[src/rtl/core/tcce_pkg.sv]
// ----------------------------------------------------------------------------
// tcce_pkg
// Shared types and constants of the text console cell engine.
// ----------------------------------------------------------------------------
package tcce_pkg;

	// Store geometry
	localparam int MAX_COLS  = 256;
	localparam int MAX_ROWS  = 128;
	localparam int COL_W     = 8;
	localparam int ROW_W     = 7;
	localparam int NCOL_W    = 9;
	localparam int NROW_W    = 8;
	localparam int ADDR_W    = ROW_W + COL_W;
	localparam int DEPTH     = MAX_ROWS * MAX_COLS;
	localparam int CELL_W    = 16;

	localparam int TAB_WIDTH = 8;
	localparam int TAB_SHIFT = $clog2(TAB_WIDTH);

	// Command queue between front and back
	localparam int QDEPTH    = 2;
	localparam int QPTR_W    = (QDEPTH > 1) ? $clog2(QDEPTH) : 1;
	localparam int QCNT_W    = $clog2(QDEPTH + 1);

	// Character codes
	localparam logic [7:0] CH_BLANK = 8'h20;
	localparam logic [7:0] CH_NL    = 8'h0A;
	localparam logic [7:0] CH_CR    = 8'h0D;
	localparam logic [7:0] CH_TAB   = 8'h09;

	// Cell after reset: space, fg 7, bg 0
	localparam logic [CELL_W-1:0] RESET_CELL = {4'd0, 4'd7, CH_BLANK};

	// Register indexes
	localparam logic [1:0] REG_NUM_COLS = 2'd0;
	localparam logic [1:0] REG_NUM_ROWS = 2'd1;
	localparam logic [1:0] REG_FG_COLOR = 2'd2;
	localparam logic [1:0] REG_BG_COLOR = 2'd3;

	typedef enum logic [1:0] {
		REQ_PUT   = 2'd0,
		REQ_READ  = 2'd1,
		REQ_CLEAR = 2'd2,
		REQ_NONE  = 2'd3
	} req_t;

	typedef enum logic [2:0] {
		OP_CHAR  = 3'd0,
		OP_NL    = 3'd1,
		OP_CR    = 3'd2,
		OP_TAB   = 3'd3,
		OP_READ  = 3'd4,
		OP_CLEAR = 3'd5,
		OP_NOP   = 3'd6
	} op_t;

	typedef struct packed {
		op_t              op;
		logic [7:0]       ch;
		logic [ROW_W-1:0] row;
		logic [COL_W-1:0] col;
	} cmd_t;

	// Effective geometry and colours seen by the back end
	typedef struct packed {
		logic [NCOL_W-1:0] eff_cols;
		logic [NROW_W-1:0] eff_rows;
		logic [3:0]        fg;
		logic [3:0]        bg;
	} cfg_t;

	typedef struct packed {
		logic             read_valid;
		logic [7:0]       read_char;
		logic [3:0]       read_fg;
		logic [3:0]       read_bg;
		logic [ROW_W-1:0] cursor_row;
		logic [COL_W-1:0] cursor_col;
	} res_t;

endpackage

[src/rtl/core/tcce_front.sv]
// ----------------------------------------------------------------------------
// tcce_front
// Input side: takes request words and decodes them into back-end commands.
// ----------------------------------------------------------------------------
module tcce_front (
	input  logic                  s_tvalid,
	output logic                  s_tready,
	input  logic [23:0]           s_tdata,   // char_code, cell_row, cell_col
	input  logic [1:0]            s_tuser,   // req_type
	input  logic                  q_full,
	input  logic                  init_done,
	output logic                  push,
	output tcce_pkg::cmd_t        push_cmd
);

	assign s_tready = !q_full && init_done;
	assign push     = s_tvalid && s_tready;

	always_comb begin
		push_cmd.ch  = s_tdata[7:0];
		push_cmd.row = s_tdata[14:8];
		push_cmd.col = s_tdata[22:15];
		unique case (s_tuser)
			tcce_pkg::REQ_PUT: begin
				priority if (s_tdata[7:0] == tcce_pkg::CH_NL)
					push_cmd.op = tcce_pkg::OP_NL;
				else if (s_tdata[7:0] == tcce_pkg::CH_CR)
					push_cmd.op = tcce_pkg::OP_CR;
				else if (s_tdata[7:0] == tcce_pkg::CH_TAB)
					push_cmd.op = tcce_pkg::OP_TAB;
				else
					push_cmd.op = tcce_pkg::OP_CHAR;
			end
			tcce_pkg::REQ_READ:  push_cmd.op = tcce_pkg::OP_READ;
			tcce_pkg::REQ_CLEAR: push_cmd.op = tcce_pkg::OP_CLEAR;
			default:             push_cmd.op = tcce_pkg::OP_NOP;
		endcase
	end

endmodule

[config.mk]
export PLATFORM = sky130hd
export DESIGN_NAME = tcce_front
export DESIGN_NICKNAME = d
export VERILOG_FILES = /design/src/rtl/core/tcce_pkg.sv /design/src/rtl/core/tcce_front.sv
export SDC_FILE = /design/constraint.sdc
export NUM_CORES = 1
export LEC_CHECK = 0
export BUFFER_PORTS_ARGS = -buffer_cell sky130_fd_sc_hd__buf_2
export CAP_MARGIN = 25
export CORE_AREA = 2 2 39 41
export DETAILED_ROUTE_END_ITERATION = 8
export DIE_AREA = 0 0 41 43
export PLACE_DENSITY = 0.78
export SLEW_MARGIN = 10
export SYNTH_ARGS = -nofsm -noshare
export SYNTH_HDL_FRONTEND = slang
export SYNTH_SLANG_ARGS = --single-unit
export TNS_END_PERCENT = 1
[constraint.sdc]
create_clock -name vclk -period 0.86
set_input_delay 0.086 -clock vclk [all_inputs]
set_output_delay 0.086 -clock vclk [all_outputs]
set_load 0.005 [all_outputs]
==> Flow_metrics.wiki, run 1 <==
{| class="wikitable"
! Metric !! Value
|-
| PnR worst setup slack || -0.159 ns
|-
| First-pass iteration count of the detailed router || 1
|-
| Highest achievable clock rate || 982 MHz
|-
| Starting density of the core || 20.7%
|-
| Number of maximum-capacitance violations || 0
|-
| Ordered cell list for the critical path || buf_6 > nor4_4 > nand3_2 > buf_6 > o22ai_2 > buf_2
|-
| Top Layer Used || met4
|-
| Kind of end point of the critical path || primary output
|-
| Outcome || complete, but fails checks
|-
| Static Leakage || 0.000195 uW
|-
| Instance count of the mapped netlist || 37
|-
| Synthesized cell area || 287 sq um
|-
| Die height || 43 um
|-
| Number of distinct standard cells referenced by the synthesized netlist || 11
|-
| Yosys warns || 0
|-
| Max incr delay on CP || 0.28 ns
|-
| Port Buffers || 26
|-
| Final Net Count || 80
|-
| Number of buffers added to fix hold violations after cts || 0
|-
| Min-Delay Path Class || in -> out
|-
| Global routing usage summed across all routing layers || 6.49%
|-
| Post-route minimum period || 1.02 ns
|-
| Routed length per instance || 9.49 um
|-
| Maximum net fanout on the critical path || 2
|-
| Number of setup violations in the final report || 2
|-
| Hold violation total from the final report || 0
|-
| Share of the yosys chip area belonging to registers || 0%
|-
| Area inside the core boundary || 1380 sq um
|-
| IR drop worst, VDD || 0.000101 V
|-
| Cell area after placement || 309 sq um
|-
| Sum of routed wire length over all layers || 598 um
|-
| Area growth, synth to finish || 21.0%
|-
| Width of the chip || 41 um
|-
| Remaining Overflow, GRT || 0
|-
| Final Max Tran Viols || 0
|-
| Final-layout fill cell count || 150
|-
| Sequential cell area || 0 sq um
|-
| Crit path required time || 0.77 ns
|-
| Classification of the worst setup path || in -> out
|-
| Number of sequential storage elements || 0
|-
| Mean cell area of the mapped netlist || 7.74 sq um
|-
| Final weighted congestion of routability-driven global placement || 0.625
|-
| Metal-1 WL || 194 um
|-
| Worst EP arrival || 0.93 ns
|-
| Row count || 14
|-
| Initial antenna violation count || 0
|-
| Relative slew slack || 85.3%
|-
| Cell mode on critical path || buf_6
|-
| Share of final-layout standard cells stronger than drive strength 1 || 78.7%
|-
| Placed Cells || 62
|-
| Number of antenna cells inserted || 0
|-
| Utilization after layout || 25.0%
|-
| Failing checks || negative setup slack
|-
| Slowest-stage cell, CP || nor4_4
|-
| Final std cell area, no fill || 347 sq um
|-
| Total of clock buffers placed in the layout || 0
|-
| Detail Route Antenna Nets || 0
|-
| Setup TNS || -0.313 ns
|-
| Total power divided by cell area || 412 nW/um^2
|-
| Number of DRC violations after detailed-routing iteration 0 || 0
|-
| First-pass GRT wire length || 834 um
|-
| Actual slew at the worst max-slew pin || 0.219 ns
|-
| Part of the cycle the worst path needs || 118%
|-
| Largest net degree at the start of global routing || 3
|-
| Overall die area || 1760 sq um
|-
| Via density per instance || 3.79
|-
| IO Count || 57
|-
| Sort of element at the start of the critical path || input pin
|-
| Net Count, Synth || 68
|-
| Detailed-route DRC error count || 0
|-
| Via count of the first global-routing pass || 237
|-
| Detailed-route via count || 239
|-
| Count of non-filler cells in the finished layout || 63
|-
| Post-route total power || 143 uW
|-
| Met2 WL || 301 um
|-
| Setup repair after global routing missed its margin || true
|-
| Met3 Wirelength || 93 um
|}
-- where the power goes --
part	total [uW]	switching (uW)	internal, uW
Clock	0	0	0
Sequential	0	0	0
Combinational	143	57.2	85.6
Total	143	57.2	85.6
-- layer usage --
metal	up-vias	global-route usage, %
met5	-	0
met4	0	2.67
met3	4	1.57
met2	22	13.1
met1	98	5.06
li1	115	-
-- logic make-up after synthesis --
group | Yosys count | share of synthesized area [%]
and+or+nand+nor | 5 | 12.7
buffers and inverters | 27 | 65.5
adders and majority gates | 2 | 8.73
AOI/OAI and AO/OA | 2 | 10.0
xor gates and xnor gates | 1 | 3.06
-- final cells by class --
type	instances	area, sq um	share of cell area (%)
repair buffers	33	199	57.4
well taps	16	20.0	5.78
inverters	4	15.0	4.33
multi-input cells	10	113	32.5
-- layout by cell type, fill, tap and decap left out --
cell type,count
nor4_4,1
nand3_2,1
inv_1,4
nor2b_1,1
o32ai_2,1
or3_1,1
buf_6,3
ha_1,2
buf_4,6
o22ai_2,1
xnor2_1,1
and2_1,1
buf_2,24
-- worst max-delay path: cells and delay by family --
family	cells	cell delay [ns]
simple gates	2	0.41
buf+inv	3	0.36
compound gates	1	0.08
-- synth_stat cells (all sizes together) --
cell | instances | area [sq um]
buf | 23 | 173
o22ai | 1 | 12.5
nand3 | 1 | 5.00
nor2b | 1 | 6.26
and2 | 1 | 6.26
ha | 2 | 25.0
xnor2 | 1 | 8.76
o32ai | 1 | 16.3
or3 | 1 | 6.26
nor4 | 1 | 12.5
inv | 4 | 15.0
-- metrics by stage --
step           worst slack, ns  hold WS [ns]
6_report                -0.159         0.172
5_1_grt                 -0.203         0.172
4_1_cts                 -0.213         0.172
3_5_place_dp            -0.248         0.172
3_3_place_gp            -0.223         0.172
2_1_floorplan           0.0839         0.207
-- repair_timing --
action	CTS	global route
setup buffers	1	0
resized for setup	4	1
pin swaps	3	4
endpoints found under the setup margin	2	2
-- worst paths after layout --
path,from,to,slack (ns),cells after the start
setup / recovery,s_tdata[4],push_cmd[23],-0.16,6
hold / removal,s_tdata[13],push_cmd[13],0.17,0
Power figures use the tool's default switching activity.
==> run 2, diff against run 1 <==
Settings changed: REMOVE_ABC_BUFFERS from default to 1.
==> run 2 against run 1 <==
The run still ends with negative setup slack left. Wire length increased by 35%. Total power increased by 2.9%. Worst setup slack improved by 0.015 ns. Utilization increased by 0.090 points. Die area unchanged. Worst hold slack about the same. Count of clock-buffer cells in the layout unchanged. Via count increased by 10%.
==> Flow_metrics.wiki, run 2 (synthesis results as in run 1) <==
{| class="wikitable"
! Metric !! Value
|-
| Top Usage Layer GRT || met3
|-
| Actual slew at the worst max-slew pin || 0.209 ns
|-
| Global routing usage summed across all routing layers || 8.49%
|-
| Detailed-route DRC error count || 0
|-
| Maximum net fanout on the critical path || 2
|-
| Post-route minimum period || 1.00 ns
|-
| Failing checks || negative setup slack
|-
| Setup repair after global routing missed its margin || true
|-
| Max incr delay on CP || 0.27 ns
|-
| Final Net Count || 79
|-
| Via count of the first global-routing pass || 201
|-
| Sequential cell area || 0 sq um
|-
| IO Count || 57
|-
| Sort of element at the start of the critical path || input pin
|-
| Logic gate share of total power || 100.0%
|-
| Global routing met2 resource utilization || 7.50%
|-
| Ordered cell list for the critical path || buf_6 > nor4_4 > nand3_2 > o32ai_2 > buf_2
|-
| First-pass GRT wire length || 1010 um
|-
| Overall die area || 1760 sq um
|-
| Placed wire-length estimate after detailed placement || 671 um
|-
| Most frequent cells in the layout || buf_2 (24), buf_4 (6), inv_1 (3)
|-
| Port Buffers || 26
|-
| Cell area after placement || 309 sq um
|-
| Final std cell area, no fill || 348 sq um
|-
| Global-route met1 utilization || 11.7%
|-
| Share of final-layout standard cells stronger than drive strength 1 || 82.6%
|-
| Static Leakage || 0.000188 uW
|-
| Worst EP arrival || 0.92 ns
|-
| Number of DRC violations after detailed-routing iteration 0 || 8
|-
| Part of the cycle the worst path needs || 117%
|-
| Final Max Tran Viols || 0
|-
| Number of setup violations in the final report || 2
|-
| Starting density of the core || 20.7%
|-
| Number of antenna cells inserted || 0
|-
| Internal portion of total power || 87.0 uW
|-
| Classification of the worst setup path || in -> out
|-
| Number of sequential storage elements || 0
|-
| Width of the chip || 41 um
|-
| Switch share || 40.8%
|-
| Remaining Overflow, GRT || 0
|-
| Min-Delay Path Class || in -> out
|-
| Post-route total power || 147 uW
|-
| Area inside the core boundary || 1380 sq um
|-
| Outcome || complete, but fails checks
|-
| Initial antenna violation count || 0
|-
| Highest achievable clock rate || 996 MHz
|-
| Largest net degree at the start of global routing || 3
|-
| Routed length per instance || 13.0 um
|-
| Detail Route Antenna Nets || 0
|-
| Final weighted congestion of routability-driven global placement || 0.652
|-
| PnR worst setup slack || -0.144 ns
|-
| GR met3 Demand/Resource || 12.6%
|-
| Most common library cell in the layout ignoring fill and taps || buf_2
|-
| First-pass iteration count of the detailed router || 4
|-
| Clock network fraction of design power || 0%
|-
| Detailed-route via count || 263
|-
| P_sw || 60.0 uW
|-
| Hold violation total from the final report || 0
|-
| Number of buffers added to fix hold violations after cts || 0
|-
| Number of maximum-capacitance violations || 0
|-
| IR drop worst, VDD || 0.000186 V
|-
| Setup bufs post-CTS || 0
|-
| Via density per instance || 4.24
|-
| Row count || 14
|-
| Total power divided by cell area || 423 nW/um^2
|-
| Kind of end point of the critical path || primary output
|-
| Sum of routed wire length over all layers || 807 um
|-
| Part of the total power dissipated in sequential elements || 0%
|-
| Area growth, synth to finish || 21.4%
|-
| Relative slew slack || 86.0%
|-
| Slowest-stage cell, CP || nor4_4
|-
| Crit path required time || 0.77 ns
|-
| Total of clock buffers placed in the layout || 0
|-
| Die height || 43 um
|}
[run 2: cell types whose count changed in the layout (fill, tap and decap cells not counted), sizes merged]
cell	delta
buf	-1
[run 2: timing repair]
action,in CTS,in global routing
pin swaps,1,1
resized for setup,1,7
setup endpoints to repair,2,2
[run 2: routing by layer]
metal,vias to the layer above,share of wire (%)
li1,114,-
met1,104,39
met2,45,30
met3,0,30
met4,0,0
met5,-,0
[run 2: final timing paths]
check | start | to | slack [ns] | depth (start not counted)
worst max-delay path | s_tdata[5] | push_cmd[24] | -0.14 | 5
worst min-delay path | s_tdata[10] | push_cmd[10] | 0.17 | 0
[run 2: cell type report]
class                           count  area, sq um
Inverter                            4         15.0
Multi-Input combinational cell     10          125
Timing Repair Buffer               32          188
Tap cell                           16         20.0
Fill cell                         144         1040
[run 2: per-stage QoR]
stage / utilization [%] / hold slack (ns) / setup slack [ns] / setup TNS [ns] / std cells
floorplan: - / 0.172 / 0.0839 / 0 / 14
global placement: 22.3 / 0.172 / -0.158 / -0.282 / 62
detailed placement: 22.3 / 0.172 / -0.177 / -0.274 / 62
CTS: 22.8 / 0.172 / -0.159 / -0.258 / 62
global route: 25.1 / 0.172 / -0.211 / -0.354 / 62
finish: 25.1 / 0.172 / -0.144 / -0.246 / 62
[run 2: power by group through the flow]
| stage | logic [uW] | registers [uW] | clock network, uW |
|---|---|---|---|
| 6_report | 147 | 0 | 0 |
| 3_5_place_dp | 131 | 0 | 0 |
| 3_3_place_gp | 130 | 0 | 0 |
| 2_1_floorplan | 34.2 | 0 | 0 |
| 4_1_cts | 134 | 0 | 0 |
| 5_1_grt | 161 | 0 | 0 |
[run 2: worst max-delay path: cells and delay by family]
family	cells	cell delay [ns]
buf+inv	2	0.25
simple gates	2	0.39
compound gates	1	0.19
