--- config.mk ---
export PLATFORM = sky130hd
export DESIGN_NAME = tcce_cmd_q
export DESIGN_NICKNAME = d
export VERILOG_FILES = /design/src/rtl/core/tcce_pkg.sv /design/src/rtl/core/tcce_cmd_q.sv
export SDC_FILE = /design/constraint.sdc
export NUM_CORES = 1
export LEC_CHECK = 0
export ABC_CLOCK_PERIOD_IN_PS = 2500
export BUFFER_PORTS_ARGS = -buffer_cell sky130_fd_sc_hd__buf_4
export CAP_MARGIN = 0
export CORE_MARGIN = 2
export CORE_UTILIZATION = 45
export CTS_BUF_LIST = sky130_fd_sc_hd__clkbuf_4 sky130_fd_sc_hd__clkbuf_8
export DETAILED_ROUTE_END_ITERATION = 16
export HOLD_SLACK_MARGIN = 0.12
export PLACE_DENSITY = 0.66
export SYNTH_ARGS = -nofsm -noshare
export SYNTH_HDL_FRONTEND = slang
export SYNTH_SLANG_ARGS = --single-unit
--- constraint.sdc ---
create_clock -name clk -period 2.5 [get_ports clk]
set_input_delay 0.5 -clock clk [delete_from_list [all_inputs] [get_ports clk]]
set_output_delay 0.5 -clock clk [all_outputs]
set_load 0.05 [all_outputs]
--- src/rtl/core/tcce_pkg.sv ---
// ----------------------------------------------------------------------------
// tcce_pkg
// Shared types and constants of the text console cell engine.
// ----------------------------------------------------------------------------
package tcce_pkg;

	// Store geometry
	localparam int MAX_COLS  = 256;
	localparam int MAX_ROWS  = 128;
	localparam int COL_W     = 8;
	localparam int ROW_W     = 7;
	localparam int NCOL_W    = 9;
	localparam int NROW_W    = 8;
	localparam int ADDR_W    = ROW_W + COL_W;
	localparam int DEPTH     = MAX_ROWS * MAX_COLS;
	localparam int CELL_W    = 16;

	localparam int TAB_WIDTH = 8;
	localparam int TAB_SHIFT = $clog2(TAB_WIDTH);

	// Command queue between front and back
	localparam int QDEPTH    = 2;
	localparam int QPTR_W    = (QDEPTH > 1) ? $clog2(QDEPTH) : 1;
	localparam int QCNT_W    = $clog2(QDEPTH + 1);

	// Character codes
	localparam logic [7:0] CH_BLANK = 8'h20;
	localparam logic [7:0] CH_NL    = 8'h0A;
	localparam logic [7:0] CH_CR    = 8'h0D;
	localparam logic [7:0] CH_TAB   = 8'h09;

	// Cell after reset: space, fg 7, bg 0
	localparam logic [CELL_W-1:0] RESET_CELL = {4'd0, 4'd7, CH_BLANK};

	// Register indexes
	localparam logic [1:0] REG_NUM_COLS = 2'd0;
	localparam logic [1:0] REG_NUM_ROWS = 2'd1;
	localparam logic [1:0] REG_FG_COLOR = 2'd2;
	localparam logic [1:0] REG_BG_COLOR = 2'd3;

	typedef enum logic [1:0] {
		REQ_PUT   = 2'd0,
		REQ_READ  = 2'd1,
		REQ_CLEAR = 2'd2,
		REQ_NONE  = 2'd3
	} req_t;

	typedef enum logic [2:0] {
		OP_CHAR  = 3'd0,
		OP_NL    = 3'd1,
		OP_CR    = 3'd2,
		OP_TAB   = 3'd3,
		OP_READ  = 3'd4,
		OP_CLEAR = 3'd5,
		OP_NOP   = 3'd6
	} op_t;

	typedef struct packed {
		op_t              op;
		logic [7:0]       ch;
		logic [ROW_W-1:0] row;
		logic [COL_W-1:0] col;
	} cmd_t;

	// Effective geometry and colours seen by the back end
	typedef struct packed {
		logic [NCOL_W-1:0] eff_cols;
		logic [NROW_W-1:0] eff_rows;
		logic [3:0]        fg;
		logic [3:0]        bg;
	} cfg_t;

	typedef struct packed {
		logic             read_valid;
		logic [7:0]       read_char;
		logic [3:0]       read_fg;
		logic [3:0]       read_bg;
		logic [ROW_W-1:0] cursor_row;
		logic [COL_W-1:0] cursor_col;
	} res_t;

endpackage

--- src/rtl/core/tcce_cmd_q.sv ---
// ----------------------------------------------------------------------------
// tcce_cmd_q
// Short command queue decoupling the decoder from the executing back end.
// ----------------------------------------------------------------------------
module tcce_cmd_q (
	input  logic           clk,
	input  logic           arst_n,
	input  logic           push,
	input  tcce_pkg::cmd_t push_cmd,
	output logic           full,
	input  logic           pop,
	output logic           q_valid,
	output tcce_pkg::cmd_t q_cmd
);

	tcce_pkg::cmd_t                   entry_q [tcce_pkg::QDEPTH];
	logic [tcce_pkg::QPTR_W-1:0]      wr_ptr_q, rd_ptr_q;
	logic [tcce_pkg::QCNT_W-1:0]      count_q;

	function automatic logic [tcce_pkg::QPTR_W-1:0] ptr_inc(
		input logic [tcce_pkg::QPTR_W-1:0] p);
		if (p == tcce_pkg::QPTR_W'(tcce_pkg::QDEPTH - 1))
			return '0;
		else
			return p + tcce_pkg::QPTR_W'(1);
	endfunction

	assign full    = (count_q == tcce_pkg::QCNT_W'(tcce_pkg::QDEPTH));
	assign q_valid = (count_q != '0);
	assign q_cmd   = entry_q[rd_ptr_q];

	always_ff @(posedge clk) begin
		if (push)
			entry_q[wr_ptr_q] <= push_cmd;
	end

	always_ff @(posedge clk or negedge arst_n) begin
		if (!arst_n) begin
			wr_ptr_q <= '0;
			rd_ptr_q <= '0;
			count_q  <= '0;
		end else begin
			if (push)
				wr_ptr_q <= ptr_inc(wr_ptr_q);
			if (pop)
				rd_ptr_q <= ptr_inc(rd_ptr_q);
			unique case ({push, pop})
				2'b10:   count_q <= count_q + tcce_pkg::QCNT_W'(1);
				2'b01:   count_q <= count_q - tcce_pkg::QCNT_W'(1);
				default: count_q <= count_q;
			endcase
		end
	end

endmodule

==> results of run 1 <==
area by class of cell:
| type | count | share of cell area |
|---|---|---|
| clock inverters | 2 | 0.004539 |
| multi-input cells | 37 | 0.1630 |
| flip-flops and latches | 56 | 0.6028 |
| repair buffers | 61 | 0.1761 |
| inverters | 1 | 0.001362 |
| well taps | 54 | 0.02451 |
| clock buffers | 6 | 0.02769 |
routing by layer:
metal,track usage,vias to the layer above,share of wire
li1,-,497,-
met1,0.1425,520,0.37
met2,0.2312,34,0.56
met3,0.04527,2,0.061
met4,0.04848,0,0.0078
met5,0,-,0
worst paths after layout:
path	from	endpoint	cells past startpoint
max	rd_ptr_q	q_cmd[8]	3
min	push_cmd[17]	entry_q[0][17]	1
max reg2reg	wr_ptr_q	entry_q[0][9]	2
min reg2reg	count_q[1]	count_q[1]	1
max in group asynchronous	arst_n	wr_ptr_q	2
min in group asynchronous	arst_n	rd_ptr_q	2
power by group:
group          leakage [nW]  internal, mW  switching, mW
clock network        0.0446         0.207          0.271
logic                 0.526         0.630           1.02
registers             0.535          1.25         0.0917
worst max-delay path: stages (launching register included):
cell and delay, ns:
dfrtp_1 0.60, buf_12 0.25, mux2_2 0.36, buf_4 0.19
placed cells by master, fill, tap and decap left out:
| cell | instances |
|---|---|
| ha_1 | 1 |
| buf_12 | 2 |
| mux2_4 | 19 |
| clkbuf_4 | 1 |
| dlygate4sd3_1 | 1 |
| nor2b_1 | 1 |
| clkinvlp_4 | 1 |
| dfrtp_1 | 4 |
| and2_1 | 1 |
| mux2_2 | 7 |
| or2_2 | 1 |
| clkinv_2 | 1 |
| nor2_2 | 1 |
| buf_4 | 58 |
| nor2_1 | 1 |
| xnor2_1 | 2 |
| xor2_1 | 3 |
| edfxtp_1 | 52 |
| clkbuf_8 | 5 |
| inv_1 | 1 |
per-stage QoR:
step | hold WS, ns | cell area (µm²) | utilization | std cells | total power [mW]
2_1_floorplan | 0.2044 | 2163 | - | 97 | 2.644
5_1_grt | 0.3573 | 2756 | 0.5875 | 217 | 3.612
3_3_place_gp | 0.2987 | 2658 | 0.5664 | 208 | 3.006
4_1_cts | 0.3602 | 2756 | 0.5875 | 217 | 3.515
6_report | 0.3740 | 2756 | 0.5875 | 217 | 3.465
3_5_place_dp | 0.3021 | 2658 | 0.5664 | 208 | 3.035
state kept, by name, indices dropped and copies added, names as in the netlist:
| name | flops |
|---|---|
| entry_q | 52 |
| count_q | 2 |
| rd_ptr_q | 1 |
| wr_ptr_q | 1 |
synthesized netlist by cell type:
cell type / count
nor2_1: 2
xnor2_1: 2
or2_2: 1
buf_6: 1
dfrtp_1: 4
mux2_4: 19
xor2_1: 3
mux2_2: 7
inv_1: 1
ha_1: 1
nor2b_1: 1
and2_1: 1
buf_12: 2
edfxtp_1: 52
kinds of logic after synthesis:
| logic type | Yosys count |
|---|---|
| buffers and inverters | 4 |
| flip-flops | 56 |
| AND/OR/NAND/NOR | 5 |
| adder cells (fa/ha/maj) | 1 |
| XOR/XNOR | 5 |
| multiplexers | 26 |
timing repair:
| item | CTS | global route |
|---|---|---|
| hold buffers | 1 | 0 |
| buffers inserted | 0 | 0 |
| endpoints found under the hold margin | 4 | 0 |
| resized for setup | 0 | 0 |
==> summary.md, run 1 <==
| Metric | Value |
|---|---|
| Status | complete, no violations |
| Distinct cells, synth | 14 |
| Clock Latency Late Sink | 0.30 ns |
| Synth Area in Compound Gates | 0 |
| First-pass GRT wire length | roughly 5000 µm |
| Slew @ Worst Pin | 0.5912 ns |
| # nets final | 193 |
| Synthesized Nets | ~130 |
| GR Util All Layers | 0.1299 |
| Ant diodes | 0 |
| Worst setup SP type | flop |
| Critical path class | flop to primary output |
| DRC Markers | 0 |
| Pre-CTS worst setup slack | 0.6055 ns |
| FF/Latch Area | 1662 µm² |
| Worst path arrival time | between 1.5 and 2 ns |
| Min cycle time layout | 2.206 ns |
| CTS sink cnt | 56 |
| Sequential share of the synthesized area | 0.7681 |
| TritonCTS buffer count | 5 |
| Final wirelength | ~3300 µm |
| Area leader, netlist | edfxtp_1 |
| Router iterations before antenna repair | 4 |
| Final worst slack | 0.2940 ns |
| Final Skew | 0.01420 ns |
| Power Density | roughly 1300 nW/µm² |
| Final hold violations | 0 |
| Final setup vio count | 0 |
| Initial antenna violation count | 0 |
| Number of global-route vias before repair | 1,101 |
| Max Cap Viol | 0 |
| Core region area | 4692 µm² |
| Antenna Nets Post-Route | 0 |
| I/O pin cnt | 58 |
| Row count | 25 |
| Synthesized area | 2163 µm² |
| Fill count | approximately 380 |
| Hold Crit Class | input pin to flop |
| Syn Inst Count | 97 |
| Synthesized-area fraction occupied by adder cells | 0.005784 |
| H-tree depth | 2 |
| 1st-iter DRT viols | 79 |
| CTS Root Buffer Type | clkbuf_8 |
| Multi-input logic area | 449.2 µm² |
| Top cells by area, synth | edfxtp_1, mux2_4, dfrtp_1 |
| Drt wl/cell | 15.37 µm |
| Xor and xnor fraction of the mapped netlist area | 0.02024 |
| YS warnings | 0 |
| CTS tree | built |
| Die height | 73.34 µm |
| Max Clock Freq | 453.3 MHz |
| Initial core utilization | 0.4611 |
| Worst vdd ir | 0.0005991 V |
| Remaining Overflow, GRT | 0 |
| Fin Setup TNS | 0 ns |
| Crit path max fanout | 21 |
| Via density | 4.853 |
| P_leak | roughly 1.1 nW |
| Die width | 73.34 µm |
| Max_slew headroom | 0.6054 |
| Clock slew seen by the registers of the worst setup and hold paths | 0.10 ns |
| GP Congestion | 0.6954 |
| Unrepaired setup endpoints after global routing | no |
| PortBufs | between 50 and 60 |
| Largest net degree at the start of global routing | 22 |
| Crit path capture type | primary output |
| Mux cell area share after synthesis | 0.1683 |
| Final Max Slew Viols | 0 |
| Simple-gate share of the synthesized area | 0.01215 |
| Largest family of logic cells by synthesized area | multiplexers |
| Top-area cell type share of the netlist area | 0.7218 |
| Period utilization | 0.8824 |
| Via Count | 1,053 |
| Synth Register Bits | 56 |
| Critical Path RT | 2.00 ns |
| R2r setup slk | 1.09 ns |
| Clock tree buffer depth | 2 |
| Share of layout cells above drive strength 1 | 0.5890 |
| Mean Syn Cell Area | 22.30 µm² |
| Die area | about 5400 µm² |
| Area Growth Syn to Fin | 27.41% |
(Power assumes the default switching activity.)
==> run 2, diff against run 1 <==
--- a/config.mk
+++ b/config.mk
@@ -5,7 +5,7 @@
 export SDC_FILE = /design/constraint.sdc
 export NUM_CORES = 1
 export LEC_CHECK = 0
-export ABC_CLOCK_PERIOD_IN_PS = 2500
+export ABC_CLOCK_PERIOD_IN_PS = 2100
 export BUFFER_PORTS_ARGS = -buffer_cell sky130_fd_sc_hd__buf_4
 export CAP_MARGIN = 0
 export CORE_MARGIN = 2
==> constraint.sdc (replaced) <==
create_clock -name clk -period 2.1 [get_ports clk]
set_input_delay 0.42 -clock clk [delete_from_list [all_inputs] [get_ports clk]]
set_output_delay 0.42 -clock clk [all_outputs]
set_load 0.05 [all_outputs]
==> run 2 against run 1 <==
Clock-buffer cell count stayed put. First-iteration DRC count decreased by 42%. Critical path depth unchanged. Register-to-register slack worse by 0.12 ns. Total power up 19%. Combinational power rose by 21%. Largest power group unchanged. Highest routed layer unchanged.
==> summary.md, run 2 (same netlist as run 1, synthesis figures left out) <==
| Metric | Value |
|---|---|
| Die area | 5378 µm² |
| Die width | between 70 and 80 µm |
| Area Growth Syn to Fin | 27.47% |
| FF/Latch Area | 1662 µm² |
| Ant diodes | 0 |
| Biggest register | entry_q |
| Via Count | 1,069 |
| Min cycle time layout | 1.957 ns |
| Final Max Slew Viols | 0 |
| Via density | 4.859 |
| Worst setup SP type | flop |
| Max_slew headroom | 0.7536 |
| CTS resizes | 0 |
| Hold Crit Class | input pin to flop |
| Max reg flops | between 50 and 60 |
| Min Hold Slack | 0.3002 ns |
| Unrepaired setup endpoints after global routing | no |
| Top cell by count, worst path | buf_4 |
| P_leak | 1.119 nW |
| Final Skew | approximately 0.0050 ns |
| Largest registers | entry_q: 52 flops, count_q: 2 flops |
| I/O pin cnt | 58 |
| Most common cell after layout, fill and taps aside | buf_4 |
| Final wirelength | 3234 µm |
| DP Cell Count | ~210 |
| Post-Place Cell Area | 2655 µm² |
| Multi-input logic area | 449.2 µm² |
| Initial core utilization | 0.4611 |
| Largest net degree at the start of global routing | 21 |
| PortBufs | 57 |
| Die height | 73.34 µm |
| Remaining Overflow, GRT | 0 |
| Critical Path RT | ~1.7 ns |
| DRC Markers | 0 |
| Fill count | 363 |
| PnR Total Power | 4.125 mW |
| Worst vdd ir | 0.0008172 V |
| TritonCTS buffer count | 5 |
| Final hold violations | 0 |
| Critical path class | flop to primary output |
| Row count | 25 |
| GR Util All Layers | 0.1286 |
| CP max-delay cell | dfrtp_1 |
| Initial antenna violation count | 0 |
| R2r setup slk | between 0.9 and 1 ns |
| Power Density | between 1000 and 1500 nW/µm² |
| Router iterations before antenna repair | 3 |
| Final non-filler cell area | 2758 µm² |
| Final Instance Count excl. Fillers | 220 |
| Detailed Place HPWL | 2327 µm |
| Max Cap Viol | 0 |
| CTS tree | built |
| CTS sink cnt | 56 |
| Pre-CTS worst setup slack | 0.4590 ns |
| Final setup vio count | 0 |
| Status | complete, no violations |
| Max Clock Freq | 511.0 MHz |
| GP Congestion | 0.6630 |
| Core region area | 4692 µm² |
| Crit path capture type | primary output |
| Worst path arrival time | 1.54 ns |
| Number of global-route vias before repair | 1,098 |
| Slowest Stage Delay on Critical Path | about 0.35 ns |
| CTS Root Buffer Type | clkbuf_8 |
| Period utilization | 0.9319 |
| Slew @ Worst Pin | 0.3696 ns |
| Fin Setup TNS | 0 ns |
| Drt wl/cell | 14.70 µm |
| Crit path max fanout | 20 |
| Clock slew seen by the registers of the worst setup and hold paths | around 0.09 ns |
| Post-layout util | 0.5877 |
| First-pass GRT wire length | 4974 µm |
| Clock Latency Late Sink | 0.29 ns |
| Most frequent cells in the layout | buf_4, edfxtp_1, mux2_4 |
| Final worst slack | 0.1430 ns |
| Crit-path cells | buf_4 > mux2_4 > buf_4 |
| # nets final | 196 |
| H-tree depth | 2 |
| Clock tree buffer depth | 2 |
| 1st-iter DRT viols | 46 |
| Antenna Nets Post-Route | 0 |
| Share of layout cells above drive strength 1 | 0.5964 |
==> run 2: cell types whose count changed in the layout (fill, tap and decap cells not counted), sizes merged <==
cell / before / now
clkinvlp: 1 / 0
clkinv: 1 / 2
buf: 60 / 63
==> run 2: per-layer routing <==
metal  track usage  part of all wire  up-vias
met2        0.2302              0.55       33
met1        0.1403              0.38      528
met5             0                 0        -
met3       0.04390             0.056        4
li1              -                 -      504
met4       0.04848             0.011        0
==> run 2: critical path: cells and delay by family (launching register included) <==
kind                   cells  cell delay [ns]
muxes                      1             0.34
DFF                        1             0.35
buffers and inverters      2             0.53
==> run 2: what timing repair did <==
| action | CTS | global route |
|---|---|---|
| hold endpoints to repair | 4 | 0 |
| hold buffers | 1 | 0 |
| setup buffers | 0 | 0 |
==> run 2: worst paths after layout <==
kind / start / depth (start not counted) / to
worst max-delay path: rd_ptr_q / 3 / q_cmd[4]
worst min-delay path: push_cmd[5] / 1 / entry_q[0][5]
worst max register to register: wr_ptr_q / 2 / entry_q[1][12]
worst min register to register: count_q[1] / 1 / count_q[1]
max in group asynchronous: arst_n / 2 / rd_ptr_q
min in group asynchronous: arst_n / 2 / count_q[0]
==> run 2: final cells by class <==
class / count / area share
flip-flops and latches: 56 / 0.6025
well taps: 54 / 0.02450
multi-input cells: 37 / 0.1629
clock inverters: 2 / 0.003630
inverters: 1 / 0.001361
clock buffers: 6 / 0.02995
repair buffers: 64 / 0.1751
==> run 2: report_power, final <==
group	switching [mW]	internal [mW]
Sequential	0.0759	1.49
Combinational	1.25	0.739
Clock	0.312	0.264
Total	1.64	2.49
==> run 3, diff against run 2 <==
--- a/config.mk
+++ b/config.mk
@@ -8,6 +8,7 @@
 export ABC_CLOCK_PERIOD_IN_PS = 2100
 export BUFFER_PORTS_ARGS = -buffer_cell sky130_fd_sc_hd__buf_4
 export CAP_MARGIN = 0
+export CORE_ASPECT_RATIO = 1.2
 export CORE_MARGIN = 2
 export CORE_UTILIZATION = 45
 export CTS_BUF_LIST = sky130_fd_sc_hd__clkbuf_4 sky130_fd_sc_hd__clkbuf_8
==> constraint.sdc (replaced) <==
create_clock -name clk -period 2.1 [get_ports clk]
set_input_delay 0.525 -clock clk [delete_from_list [all_inputs] [get_ports clk]]
set_output_delay 0.525 -clock clk [all_outputs]
set_load 0.05 [all_outputs]
==> run 3 against run 2 <==
Clock skew up 0.00088 ns. Via count fell by 1.1%. Setup slack got worse by 0.029 ns. Highest routed layer unchanged.
==> summary.md, run 3 (same netlist as run 1, synthesis figures left out) <==
| Metric | Value |
|---|---|
| Max Cap Viol | 0 |
| Detailed Place HPWL | 2234 µm |
| R2r setup slk | ~0.94 ns |
| Max Clock Freq | 503.6 MHz |
| Critical path class | flop to primary output |
| Final hold violations | 0 |
| H-tree depth | 2 |
| Most common cell after layout, fill and taps aside | buf_4 |
| Post-Place Cell Area | approximately 2700 µm² |
| First-pass GRT wire length | ~4900 µm |
| Hold Path Depth | 1 |
| Clock tree buffer depth | 2 |
| WL met1 | 1164 µm |
| Number of global-route vias before repair | roughly 1,100 |
| CP max-delay cell | dfrtp_1 |
| CTS resizes | 0 |
| Hold Crit Class | input pin to flop |
| Power Density | 1549 nW/µm² |
| Slowest Stage Delay on Critical Path | about 0.40 ns |
| Final wirelength | 3155 µm |
| PortBufs | 57 |
| Ant diodes | 0 |
| Via Count | about 1,100 |
| Max reg flops | 52 |
| Status | complete, no violations |
| Min cycle time layout | 1.986 ns |
| DRC Markers | 0 |
| Core region area | 4594 µm² |
| Metal2 WL | around 1700 µm |
| Via density | between 4 and 5 |
| Max_slew headroom | 0.8340 |
| Initial antenna violation count | 0 |
| Initial core utilization | 0.4709 |
| 1st-iter DRT viols | between 70 and 80 |
| Final setup vio count | 0 |
| CTS Root Buffer Type | clkbuf_8 |
| Die width | between 60 and 70 µm |
| Router iterations before antenna repair | 4 |
| Biggest register | entry_q |
| Remaining Overflow, GRT | 0 |
| GR Util All Layers | 0.1259 |
| Crit path capture type | primary output |
| Slew @ Worst Pin | 0.2490 ns |
| CTS tree | built |
| Largest net degree at the start of global routing | 22 |
| Clock Latency Late Sink | 0.30 ns |
| DR WL met3 | between 200 and 250 µm |
| Min Hold Slack | 0.4040 ns |
| TritonCTS buffer count | 5 |
| Area Growth Syn to Fin | 29.96% |
| Final Max Slew Viols | 0 |
| Post-layout util | 0.6119 |
| Die area | 5381 µm² |
| Period utilization | 0.9456 |
| Clock slew seen by the registers of the worst setup and hold paths | roughly 0.090 ns |
| Row count | 27 |
| CTS sink cnt | 56 |
| Drt wl/cell | between 10 and 15 µm |
| Worst path arrival time | 1.46 ns |
| Crit path max fanout | 21 |
| Post-CTS Setup Inserts | 0 |
| Die height | 79.96 µm |
| Hold EP | entry_q[0][23] |
| Pre-CTS worst setup slack | 0.4354 ns |
| Crit-path cells | buf_12 > mux2_2 > buf_4 |
| Antenna Nets Post-Route | 0 |
| Final worst slack | between 0.1 and 0.15 ns |
| I/O pin cnt | 58 |
| Hold path start | push_cmd[23] |
| R2R Path Start | wr_ptr_q |
| Worst setup SP type | flop |
| Top routing layer in use | met4 |
| Critical Path RT | ~1.6 ns |
| Post-CTS Hold Buffers | 1 |
| Fin Setup TNS | 0 ns |
| Worst vdd ir | 0.0007995 V |
| Worst r2r path cells | 2 |
| Share of layout cells above drive strength 1 | 0.5939 |
| GP Congestion | 0.6123 |
| Reg-to-Reg End | entry_q[1][25] |
| # nets final | slightly below 200 |
| Final Skew | 0.005875 ns |
| P_leak | 1.137 nW |
| Unrepaired setup endpoints after global routing | no |
| Final non-filler cell area | 2811 µm² |
| Most frequent cells in the layout | buf_4, edfxtp_1, mux2_4 |
| Largest registers | entry_q: 52 flops, count_q: 2 flops |
run 3: cell count changes in the layout (fill, tap and decap cells not counted), sizes merged:
cell	previous run	this run
clkbuf	6	5
clkinv	2	0
bufinv	0	2
run 3: worst max-delay path by stage:
stage	start	end	cells after the start
after floorplan	push	entry_q[0][0]	2
after global placement	rd_ptr_q	q_cmd[25]	3
after detailed placement	rd_ptr_q	q_cmd[13]	3
after CTS	rd_ptr_q	q_cmd[13]	3
after global routing	rd_ptr_q	q_cmd[13]	3
final	rd_ptr_q	q_cmd[13]	3
run 3: final cells by class:
cell class                      count  area (µm²)
Clock buffer                        5       68.82
Clock inverter                      2       60.06
Fill cell                         365        1783
Inverter                            1       3.754
Multi-Input combinational cell     37       449.2
Sequential cell                    56        1662
Tap cell                           58       72.57
Timing Repair Buffer               64       495.5
run 3: stage by stage:
step / power, mW / instances
finish: 4.355 / 223
global route: 4.535 / 223
CTS: 4.402 / 223
detailed placement: 3.626 / 215
global placement: 3.597 / 215
floorplan: 3.147 / 97
run 3: critical path: cells and delay by family, from the launching register on:
kind	cells	cell delay (ns)
buf+inv	2	0.39
flops	1	0.40
mux	1	0.36
run 3: metal layers:
layer  track usage  up-vias
met1        0.1346      503
met3       0.03808        7
met4       0.04898        0
met2        0.2267       45
met5             0        -
li1              -      502
run 3: power breakdown:
part           total [mW]  leakage (nW)  switching (mW)  internal (mW)
Clock               0.781        0.0642           0.313          0.469
Sequential           1.57         0.535          0.0799           1.49
Combinational        2.01         0.538            1.24          0.762
